<file path="config.mk">
export PLATFORM = sky130hd
export DESIGN_NAME = aging_rank_task_selector
export DESIGN_NICKNAME = d
export VERILOG_FILES = /design/src/artsel_pkg.sv /design/src/artsel_ram.sv /design/src/aging_rank_task_selector.sv
export SDC_FILE = /design/constraint.sdc
export NUM_CORES = 1
export LEC_CHECK = 0
export BUFFER_PORTS_ARGS = -buffer_cell sky130_fd_sc_hd__buf_4
export CAP_MARGIN = 0
export CORE_MARGIN = 1.5
export CORE_UTILIZATION = 50
export CTS_CLUSTER_SIZE = 12
export DETAILED_ROUTE_END_ITERATION = 6
export PLACE_DENSITY = 0.76
export SKIP_CTS_REPAIR_TIMING = 1
export SYNTH_ARGS = -nofsm -noshare
export SYNTH_HDL_FRONTEND = slang
export SYNTH_SLANG_ARGS = --single-unit
</file>
<file path="constraint.sdc">
create_clock -name clk -period 13.6 [get_ports clk]
set_input_delay 0.68 -clock clk [delete_from_list [all_inputs] [get_ports clk]]
set_output_delay 0.68 -clock clk [all_outputs]
set_load 0.01 [all_outputs]
</file>
<file path="src/artsel_pkg.sv">
package artsel_pkg;

    // default table size
    localparam int SLOTS_DEF = 16;

    // command codes
    localparam logic [2:0] CMD_ALLOC   = 3'd0;
    localparam logic [2:0] CMD_RELEASE = 3'd1;
    localparam logic [2:0] CMD_UPDATE  = 3'd2;
    localparam logic [2:0] CMD_TICK    = 3'd3;
    localparam logic [2:0] CMD_SELECT  = 3'd4;

    // outcome codes
    localparam logic [1:0] OUT_DONE    = 2'd0;
    localparam logic [1:0] OUT_NO_FREE = 2'd1;
    localparam logic [1:0] OUT_NO_USED = 2'd2;

    localparam logic [15:0] AGE_MAX = 16'hFFFF;

    typedef logic [3:0] quiet_t;

    // input beat
    typedef struct packed {
        logic [2:0]  command;
        logic [3:0]  slot;
        logic [3:0]  new_status;
        logic [7:0]  new_priority;
        logic [15:0] new_age;
    } in_item_t;

    // result beat
    typedef struct packed {
        logic [1:0]  outcome;
        logic [3:0]  chosen_slot;
        logic [16:0] best_rank;
    } out_item_t;

    // one table entry as stored in the slot memory
    typedef struct packed {
        logic [3:0]  status;
        logic [7:0]  prio;
        logic [15:0] age;
    } slot_entry_t;

endpackage

</file>
<file path="src/artsel_ram.sv">
module artsel_ram #(
    parameter int WIDTH = 8,
    parameter int DEPTH = 16,
    parameter int AW    = (DEPTH > 1) ? $clog2(DEPTH) : 1
) (
    input  logic             clk,
    input  logic             wr_en,
    input  logic [AW-1:0]    wr_addr,
    input  logic [WIDTH-1:0] wr_data,
    input  logic [AW-1:0]    rd_addr,
    output logic [WIDTH-1:0] rd_data
);

    logic [WIDTH-1:0] mem [DEPTH];
    logic [WIDTH-1:0] rd_data_reg;

    // one write port, one registered read port
    always_ff @(posedge clk)
    begin
        if (wr_en)
        begin
            mem[wr_addr] <= wr_data;
        end
        rd_data_reg <= mem[rd_addr];
    end

    assign rd_data = rd_data_reg;

endmodule

</file>
<file path="src/aging_rank_task_selector.sv">
// Release, update and unknown commands go through the exec state; allocate scans the
// in-use bits one slot per cycle and stops at the first free slot; tick and select do one
// slot memory read per cycle into a 4-stage read / square / multiply / compare pipeline.
// Throughput: one command in flight; the next is accepted at the end of the first cycle
// its result is offered.
// Async reset clears in-use bits, quiet_level and control; allocate zeroes its slot entry.
module aging_rank_task_selector #(
    parameter int SLOTS = artsel_pkg::SLOTS_DEF
) (
    input  logic                 clk,
    input  logic                 rst_n,
    input  logic                 task_valid,
    output logic                 task_stall,
    input  artsel_pkg::in_item_t task_data,
    output logic                 result_valid,
    input  logic                 result_stall,
    output artsel_pkg::out_item_t result_data,
    input  logic                 cfg_valid,
    output logic                 cfg_ready,
    input  artsel_pkg::quiet_t   cfg_data
);

    import artsel_pkg::*;

    localparam int IDX_W = $clog2(SLOTS);
    localparam int ENT_W = $bits(slot_entry_t);

    typedef enum logic [4:0] {
        ST_IDLE  = 5'b00001,
        ST_EXEC  = 5'b00010,
        ST_SCAN  = 5'b00100,
        ST_DRAIN = 5'b01000,
        ST_DONE  = 5'b10000
    } state_t;

    state_t            state_reg, state_next;
    in_item_t          item_reg;
    quiet_t            quiet_reg;
    logic [SLOTS-1:0]  used_reg, used_next;
    logic [IDX_W-1:0]  cnt_reg, cnt_next;

    logic              found_reg, found_next;
    logic [IDX_W-1:0]  best_idx_reg, best_idx_next;
    logic [16:0]       best_reg, best_next;

    logic              result_valid_reg;
    out_item_t         result_reg;

    // scan pipeline
    logic              p1_valid_reg, p2_valid_reg, p3_valid_reg;
    logic [IDX_W-1:0]  p1_idx_reg, p2_idx_reg, p3_idx_reg;
    logic              p1_used_reg, p2_used_reg, p3_used_reg;
    logic [7:0]        p2_sq_reg;
    logic [7:0]        p2_prio_reg;
    logic [15:0]       p2_age_reg, p3_age_reg;
    logic [15:0]       p3_prod_reg;

    // memory port signals
    logic              ram_we;
    logic [IDX_W-1:0]  ram_waddr;
    slot_entry_t       ram_wdata;
    slot_entry_t       ram_rdata;
    logic [ENT_W-1:0]  ram_rdata_raw;

    logic              accept;
    logic              slot_ok;
    logic [IDX_W-1:0]  slot_idx;
    logic              is_scan_cmd;
    logic              alloc_hit;
    logic              tick_wb;
    logic [16:0]       p3_rank;
    logic              out_free;
    out_item_t         result_next;

    assign accept      = task_valid && !task_stall;
    assign task_stall  = (state_reg != ST_IDLE);
    assign cfg_ready   = 1'b1;
    assign out_free    = !result_valid_reg || !result_stall;
    assign slot_ok     = (int'(item_reg.slot) < SLOTS);
    assign slot_idx    = IDX_W'(item_reg.slot);
    assign is_scan_cmd = (item_reg.command == CMD_TICK) || (item_reg.command == CMD_SELECT);
    assign alloc_hit   = (state_reg == ST_SCAN) && (item_reg.command == CMD_ALLOC)
                         && !used_reg[cnt_reg];
    assign ram_rdata   = slot_entry_t'(ram_rdata_raw);

    // tick write-back happens in the cycle after the read
    assign tick_wb = p1_valid_reg && p1_used_reg && (item_reg.command == CMD_TICK)
                     && (ram_rdata.status > quiet_reg) && (ram_rdata.age != AGE_MAX);

    assign p3_rank = {1'b0, p3_prod_reg} + {1'b0, p3_age_reg};

    artsel_ram #(
        .WIDTH (ENT_W),
        .DEPTH (SLOTS)
    ) u_slot_ram (
        .clk     (clk),
        .wr_en   (ram_we),
        .wr_addr (ram_waddr),
        .wr_data (ram_wdata),
        .rd_addr (cnt_reg),
        .rd_data (ram_rdata_raw)
    );

    // memory write select
    always_comb
    begin
        ram_we    = 1'b0;
        ram_waddr = cnt_reg;
        ram_wdata = '0;
        if (state_reg == ST_EXEC && item_reg.command == CMD_UPDATE && slot_ok
            && used_reg[slot_idx])
        begin
            ram_we           = 1'b1;
            ram_waddr        = slot_idx;
            ram_wdata.status = item_reg.new_status;
            ram_wdata.prio   = item_reg.new_priority;
            ram_wdata.age    = item_reg.new_age;
        end
        else if (alloc_hit)
        begin
            ram_we    = 1'b1;
            ram_waddr = cnt_reg;
        end
        else if (tick_wb)
        begin
            ram_we        = 1'b1;
            ram_waddr     = p1_idx_reg;
            ram_wdata     = ram_rdata;
            ram_wdata.age = ram_rdata.age + 16'd1;
        end
    end

    // control state machine
    always_comb
    begin
        state_next    = state_reg;
        used_next     = used_reg;
        cnt_next      = cnt_reg;
        found_next    = found_reg;
        best_idx_next = best_idx_reg;
        best_next     = best_reg;

        unique case (state_reg)
            ST_IDLE:
            begin
                if (accept)
                begin
                    cnt_next   = '0;
                    found_next = 1'b0;
                    best_next  = '0;
                    if (task_data.command == CMD_ALLOC || task_data.command == CMD_TICK
                        || task_data.command == CMD_SELECT)
                    begin
                        state_next = ST_SCAN;
                    end
                    else
                    begin
                        state_next = ST_EXEC;
                    end
                end
            end
            ST_EXEC:
            begin
                if (item_reg.command == CMD_RELEASE && slot_ok)
                begin
                    used_next[slot_idx] = 1'b0;
                end
                state_next = ST_DONE;
            end
            ST_SCAN:
            begin
                if (alloc_hit)
                begin
                    used_next[cnt_reg] = 1'b1;
                    found_next         = 1'b1;
                    best_idx_next      = cnt_reg;
                    state_next         = ST_DONE;
                end
                else if (cnt_reg == IDX_W'(SLOTS - 1))
                begin
                    state_next = is_scan_cmd ? ST_DRAIN : ST_DONE;
                end
                else
                begin
                    cnt_next = cnt_reg + IDX_W'(1);
                end
            end
            ST_DRAIN:
            begin
                if (!p1_valid_reg && !p2_valid_reg && !p3_valid_reg)
                begin
                    state_next = ST_DONE;
                end
            end
            ST_DONE:
            begin
                if (out_free)
                begin
                    state_next = ST_IDLE;
                end
            end
            default:
            begin
                state_next = ST_IDLE;
            end
        endcase

        // rank compare at the end of the select pipeline
        if (p3_valid_reg && p3_used_reg && item_reg.command == CMD_SELECT
            && (!found_reg || p3_rank > best_reg))
        begin
            found_next    = 1'b1;
            best_next     = p3_rank;
            best_idx_next = p3_idx_reg;
        end
    end

    // result composition
    always_comb
    begin
        result_next = '0;
        result_next.outcome = OUT_DONE;
        if (item_reg.command == CMD_ALLOC)
        begin
            if (found_reg)
            begin
                result_next.chosen_slot = 4'(best_idx_reg);
            end
            else
            begin
                result_next.outcome = OUT_NO_FREE;
            end
        end
        else if (item_reg.command == CMD_SELECT)
        begin
            if (found_reg)
            begin
                result_next.chosen_slot = 4'(best_idx_reg);
                result_next.best_rank   = best_reg;
            end
            else
            begin
                result_next.outcome = OUT_NO_USED;
            end
        end
    end

    // control registers
    always_ff @(posedge clk or negedge rst_n)
    begin
        if (!rst_n)
        begin
            state_reg        <= ST_IDLE;
            used_reg         <= '0;
            quiet_reg        <= '0;
            cnt_reg          <= '0;
            found_reg        <= 1'b0;
            result_valid_reg <= 1'b0;
            p1_valid_reg     <= 1'b0;
            p2_valid_reg     <= 1'b0;
            p3_valid_reg     <= 1'b0;
        end
        else
        begin
            state_reg    <= state_next;
            used_reg     <= used_next;
            cnt_reg      <= cnt_next;
            found_reg    <= found_next;
            p1_valid_reg <= (state_reg == ST_SCAN) && is_scan_cmd;
            p2_valid_reg <= p1_valid_reg;
            p3_valid_reg <= p2_valid_reg;
            if (cfg_valid && cfg_ready)
            begin
                quiet_reg <= cfg_data;
            end
            if (state_reg == ST_DONE && out_free)
            begin
                result_valid_reg <= 1'b1;
            end
            else if (!result_stall)
            begin
                result_valid_reg <= 1'b0;
            end
        end
    end

    // payload registers
    always_ff @(posedge clk)
    begin
        best_reg     <= best_next;
        best_idx_reg <= best_idx_next;
        if (accept)
        begin
            item_reg <= task_data;
        end
        if (state_reg == ST_DONE && out_free)
        begin
            result_reg <= result_next;
        end
        // read stage bookkeeping
        p1_idx_reg  <= cnt_reg;
        p1_used_reg <= used_reg[cnt_reg];
        // square stage
        p2_idx_reg  <= p1_idx_reg;
        p2_used_reg <= p1_used_reg;
        p2_sq_reg   <= {4'b0, ram_rdata.status} * {4'b0, ram_rdata.status};
        p2_prio_reg <= ram_rdata.prio;
        p2_age_reg  <= ram_rdata.age;
        // multiply stage
        p3_idx_reg  <= p2_idx_reg;
        p3_used_reg <= p2_used_reg;
        p3_prod_reg <= {8'b0, p2_sq_reg} * {8'b0, p2_prio_reg};
        p3_age_reg  <= p2_age_reg;
    end

    assign result_valid = result_valid_reg;
    assign result_data  = result_reg;

`ifndef ASSERT_OFF
    // tick write-back never hits the entry being read in the same cycle
    assert property (@(posedge clk) disable iff (!rst_n)
        (ram_we && state_reg == ST_SCAN && item_reg.command == CMD_TICK)
        |-> (ram_waddr != cnt_reg))
        else $error("tick write-back collides with scan read");

    // the scan pipeline is empty whenever a new command can be taken
    assert property (@(posedge clk) disable iff (!rst_n)
        (state_reg == ST_IDLE) |-> (!p1_valid_reg && !p2_valid_reg && !p3_valid_reg))
        else $error("scan pipeline busy while idle");

    // a claimed slot is marked in use on the next cycle
    assert property (@(posedge clk) disable iff (!rst_n)
        alloc_hit |=> used_reg[$past(cnt_reg)])
        else $error("allocated slot not marked in use");

    // a new result appears only out of the delivery state
    assert property (@(posedge clk) disable iff (!rst_n)
        (result_valid_reg && $past(!result_valid_reg)) |-> $past(state_reg == ST_DONE))
        else $error("result raised outside delivery");

    assert property (@(posedge clk) disable iff (!rst_n) $onehot(state_reg))
        else $error("state register not one-hot");
`endif

endmodule
</file>
==> summary.md, run 1 <==
| Metric | Value |
|---|---|
| Synth Register Bits | 667 |
| R2r startpoint | p3_prod_reg[0]$_DFF_P_ |
| Initial Utilization | 0.508 |
| Status | finished clean |
| Relative slew slack | 0.163 |
| CP max stage cell | nand2_1 |
| First-pass GRT wire length | 90.5 mm |
| CTS HTree Levels | 3 |
| Remaining DRCs | 0 |
| Synthesized cell area | 27500 sq um |
| Antenna fix cells | 0 |
| Post-DRT Antenna Nets | 0 |
| Leading cell type in the layout, fill and taps excluded | edfxtp_1 |
| Final WS setup | 8740 ps |
| CP Depth | 16 |
| CTS tree | yes |
| Non-filler cells, final | 2451 |
| Wire per inst | 24.3 microns |
| # IOs | 70 |
| R2R setup slack | 8740 ps |
| Crit path DAT | 5020 ps |
| Top cell type's share of synthesized area | 0.576 |
| I/O Buffers | 68 |
| Core Box Area | 54100 sq um |
| Pwr per Cell Area | 159 nW/um^2 |
| Crit-path max FO | 17 |
| WP data required | 13760 ps |
| Crit path buf inv count | 1 |
| VDD IR max | 0.116 mV |
| Drt total wl | 59.7 mm |
| Area of the multi-input gates | 8260 sq um |
| Nets | 1859 |
| Vias | 14600 |
| Fin crit share | 0.357 |
| Synth top area cells | edfxtp_1, mux4_2, dfxtp_1 |
| Reg area | 18800 sq um |
| Largest net degree at the start of global routing | 66 |
| RR Endpoint | best_reg[14]$_SDFFCE_PP0P_ |
| Slew of the pin with the lowest slew margin | 1260 ps |
| Final Skew | 29.7 ps |
| Top delay family on crit path | compound AO/OA/AOI/OAI gates |
| Most frequent cells in the layout | edfxtp_1, mux4_2, dfxtp_1 |
| CP Cell Sequence | ha_1, fa_1, a211oi_1, o21a_1, o211ai_1, a31oi_1, o21ai_0, xor2_1, ha_1, a21o_1, a21o_1, a211o_1, o21a_1, o31ai_2, buf_4, nand2_1 |
| Slew Viols, Final | 0 |
| Root buf cell | clkbuf_16 |
| Max-cap violations | 0 |
| Number of global-route vias before repair | 15200 |
| Leakage | 12.3 nW |
| Die W | 238 microns |
| Crit. End Element | register |
| Die area | 56400 sq um |
| Post-Layout Inst Area | 31200 sq um |
| GP Congestion | 0.859 |
| Worst hold path type | input pin to asynchronous set/reset pin |
| Worst-path clk slew | 60 ps |
| WHS | 31.4 ps |
| CTS sink cnt | 667 |
| Yosys warnings | 0 |
| Seq/Total Area, Yosys | 0.684 |
| RSZ-0062 raised after global routing | no |
| Setup violators final | 0 |
| Final hold violation count | 0 |
| Pre-antenna DRT Iters | 5 |
| Leading area contributor after synthesis | edfxtp_1 |
| Initial antenna violation count | 1 |
| Final core utilization | 0.576 |
| Tot GR Track Use | 0.216 |
| Worst Setup Path Type | register to register |
| Most used DFF post-synth | edfxtp_1 |
| # rows | 85 |
| Dpl cells | 2326 |
| CTS buffer count | 69 |
| Worst Reg-to-Reg Cells | 16 |
| Fillcell total | 3967 |
| Layout area overhead | 13.3% |
| Slowest stage delay, CP | 460 ps |
| HPWL after DPL | 34.3 mm |
| Remaining Overflow, GRT | 0 |
| Setup TNS | 0 ps |
| Post-synth ARST share | 0.0510 |
| PnR Total Power | 4.96 mW |
| Placed Area | 29000 sq um |
| Syn Inst Count | 1583 |
| Die height | 238 microns |
| Worst skew pair latency | 610 ps |
| Share of post-route cells with drive strength above 1 | 0.216 |
| Maximum clock path buffer count | 3 |
| CP Launch Type | register |
| Min Tclk post-route | 4860 ps |
| Dpl ws | 8750 ps |
| Mean area per synthesized cell | 17.4 sq um |
| EDFF count, synth | 527 |
| Number of distinct library cells after synthesis | 67 |
| Largest register FFs | 448 |
| Fmax | 0.206 GHz |
| First DRT Iteration DRCs | 1396 |
| Vias/cell | 5.94 |
-- final cells by class --
| cell class | count | share of cell area |
|---|---|---|
| flip-flops and latches | 667 | 0.604 |
| multi-input cells | 782 | 0.265 |
| clock buffers | 111 | 0.0624 |
| well taps | 696 | 0.0279 |
| repair buffers | 101 | 0.0243 |
| inverters | 80 | 0.00964 |
| clock inverters | 14 | 0.00691 |
-- cell usage after synthesis (all sizes together) (3+ instances only) --
| cell | number |
|---|---|
| and4 | 3 |
| a22o | 14 |
| xnor2 | 28 |
| and3b | 4 |
| nor2b | 10 |
| buf | 26 |
| nor2 | 52 |
| o211ai | 3 |
| ha | 83 |
| and2 | 45 |
| xor2 | 15 |
| a31oi | 13 |
| nand3 | 16 |
| dfrtp | 33 |
| nor3 | 17 |
| o31ai | 9 |
| mux2 | 6 |
| mux4 | 149 |
| dfxtp | 106 |
| o21bai | 3 |
| nand2b | 6 |
| o21a | 5 |
| nand3b | 3 |
| or3b | 3 |
| edfxtp | 527 |
| a21oi | 30 |
| a21o | 13 |
| clkbuf | 29 |
| nand4 | 8 |
| nand2 | 80 |
| fa | 31 |
| or3 | 8 |
| o311a | 8 |
| and3 | 25 |
| a211o | 3 |
| nor4 | 3 |
| o21ai | 57 |
| inv | 80 |
| nor3b | 7 |
| a211oi | 4 |
-- logic make-up (layout without fill, tap and decap cells) --
logic type | count (synthesis) | after routing | synth area share
AOI/OAI and AO/OA | 171 | 171 | 0.0415
xor gates and xnor gates | 43 | 43 | 0.0137
adders and majority gates | 114 | 114 | 0.0603
buffers and inverters | 135 | 306 | 0.0190
DFF | 667 | 667 | 0.684
muxes | 157 | 157 | 0.125
other | 2 | 3 | 0.000273
and+or+nand+nor | 294 | 294 | 0.0563
-- per-layer routing --
layer / track usage / up-vias / wire length, microns
li1: - / 6374 / -
met1: 0.289 / 7482 / 24000
met2: 0.366 / 609 / 30000
met3: 0.0413 / 95 / 4350
met4: 0.0596 / 0 / 1310
met5: 0 / - / 0
-- worst max-delay path by stage --
stage / from / endpoint / slack [ps]
after global placement: p3_age_reg[0]$_DFF_P_ / best_reg[13]$_SDFFCE_PP0P_ / 8880
final: p3_prod_reg[0]$_DFF_P_ / best_reg[14]$_SDFFCE_PP0P_ / 8740
after floorplan: p3_age_reg[0]$_DFF_P_ / best_reg[0]$_SDFFCE_PP0P_ / 8780
after CTS: p3_prod_reg[0]$_DFF_P_ / best_reg[13]$_SDFFCE_PP0P_ / 8740
after global routing: p3_prod_reg[0]$_DFF_P_ / best_reg[14]$_SDFFCE_PP0P_ / 8400
after detailed placement: p3_age_reg[0]$_DFF_P_ / best_reg[13]$_SDFFCE_PP0P_ / 8750
-- report_power, final --
group	switching, mW	internal, mW
Sequential	0.110	2.29
Clock	0.764	1.05
Combinational	0.428	0.325
(Power assumes the default switching activity.)
==> run 2: changes to the inputs <==
PLACE_DENSITY = 0.79   (was 0.76)
clock period = 4 ns   (was 13.6 ns; I/O delays follow)
==> summary.md, run 2 (synthesized netlist as in run 1, its figures left out) <==
| Metric | Value |
|---|---|
| Status | finished, violations left |
| Violated checks | setup timing |
| CTS sink cnt | 667 |
| HPWL after DPL | 36.4 mm |
| Leakage | 12.9 nW |
| Min Tclk post-route | 4140 ps |
| Most frequent cells in the layout | edfxtp_1, buf_4, mux4_2 |
| Final core utilization | 0.602 |
| Pwr per Cell Area | 525 nW/um^2 |
| WP data required | 4350 ps |
| Crit. End Element | register |
| PnR Total Power | 17.1 mW |
| CTS HTree Levels | 3 |
| Relative slew slack | 0.292 |
| CTS tree | yes |
| Remaining Overflow, GRT | 0 |
| Die W | 238 microns |
| Core Box Area | 54100 sq um |
| Vias/cell | 5.86 |
| Initial antenna violation count | 0 |
| Final WS setup | -140 ps |
| I/O Buffers | 68 |
| Antenna fix cells | 0 |
| GP Congestion | 0.849 |
| Final hold violation count | 0 |
| Die height | 238 microns |
| Root buf cell | clkbuf_16 |
| # IOs | 70 |
| CTS buffer count | 70 |
| Top delay family on crit path | compound AO/OA/AOI/OAI gates |
| Slowest stage delay, CP | 380 ps |
| First DRT Iteration DRCs | 1547 |
| CP Cell Sequence | ha_4, fa_2, a211oi_2, o21a_1, o211ai_1, a31oi_1, o21ai_1, xor2_1, ha_1, a21o_1, a21o_1, a211o_1, buf_6, o21a_1, o31ai_4, buf_12, mux2_4 |
| Leading cell type in the layout, fill and taps excluded | edfxtp_1 |
| Pre-antenna DRT Iters | 5 |
| Crit-path max FO | 7 |
| Die area | 56400 sq um |
| Worst-path clk slew | 60 ps |
| Max-cap violations | 0 |
| Fmax | 0.242 GHz |
| First-pass GRT wire length | 91.8 mm |
| CP Launch Type | register |
| Worst skew pair latency | 610 ps |
| Slew of the pin with the lowest slew margin | 1060 ps |
| Share of post-route cells with drive strength above 1 | 0.265 |
| Initial Utilization | 0.508 |
| Slew Viols, Final | 0 |
| Setup violators final | 30 |
| Final Skew | 20.6 ps |
| Worst hold path type | input pin to asynchronous set/reset pin |
| Largest net degree at the start of global routing | 117 |
| Crit path buf inv count | 2 |
| Drt total wl | 61.6 mm |
| Wire per inst | 24.0 microns |
| Tot GR Track Use | 0.219 |
| Setup TNS | -2400 ps |
| Worst Setup Path Type | register to register |
| CP max stage cell | fa_2 |
| Largest register FFs | 448 |
| Remaining DRCs | 0 |
| Post-DRT Antenna Nets | 0 |
| Fin crit share | 1.03 |
| VDD IR max | 0.625 mV |
| Nets | 1976 |
| Vias | 15100 |
| Number of global-route vias before repair | 15300 |
| Layout area overhead | 18.5% |
| Maximum clock path buffer count | 3 |
| Crit path DAT | 4490 ps |
| # rows | 85 |
| RSZ-0062 raised after global routing | yes |
[run 2: cell count changes in the layout (fill, tap and decap cells not counted), sizes merged]
cell	previous run	this run
nand2	80	82
dlygate4sd3	0	43
inv	83	85
clkinv	8	10
bufinv	3	1
clkbuf	111	112
buf	101	171
[run 2: final cells by class]
cell class	count	area, sq um
clock buffers	111	2030
clock inverters	16	116
fillers	3724	21500
inverters	80	300
multi-input cells	784	8510
flip-flops and latches	667	18800
well taps	696	871
repair buffers	215	1940
[run 2: per-layer routing]
layer  global-route usage  vias up  routed length [microns]  share of wire
li1                     -     6612                        -              -
met1                0.291     7649                    24100           0.39
met2                0.371      677                    31100           0.50
met3               0.0375      129                     4840          0.078
met4               0.0681        0                     1630          0.026
met5                    0        -                        0              0
[run 2: path summary, 6_finish.rpt]
check                                       start                        end  slack, ps  depth (start not counted)
max                        p3_prod_reg[0]$_DFF_P_  best_idx_reg[0]$_DFFE_PP_       -140                         17
min in group clk                     task_data[7]      item_reg[7]$_DFFE_PP_        310                          2
max reg2reg                p3_prod_reg[0]$_DFF_P_  best_idx_reg[0]$_DFFE_PP_       -140                         17
min reg2reg                p2_age_reg[10]$_DFF_P_     p3_age_reg[10]$_DFF_P_        320                          0
min                                         rst_n   result_valid$_DFFE_PN0P_        100                          2
max in group asynchronous                   rst_n     cnt_reg[1]$_DFFE_PN0P_       3530                          2
[run 2: worst register-to-register path: cells and delay by family, from the launching register on]
family / cells / cell delay, ps
adder cells (fa/ha/maj): 3 / 850
multiplexers: 1 / 310
buffers and inverters: 2 / 320
AO/OA/AOI/OAI: 10 / 1890
XOR/XNOR: 1 / 190
flip-flops: 1 / 330
[run 2: per-stage QoR]
step	instance area, sq um	cells	hold WS [ps]	setup WS, ps
floorplan	27600	1584	-95.6	-656
global placement	29600	2384	175	-126
detailed placement	29600	2384	188	-180
CTS	31800	2511	-459	-226
global route	32600	2569	131	-373
finish	32600	2569	97.6	-140
[run 2: power breakdown]
group	switching, mW	internal, mW	total, mW
registers	0.249	7.79	8.04
clock network	2.55	3.55	6.10
logic	1.69	1.28	2.97
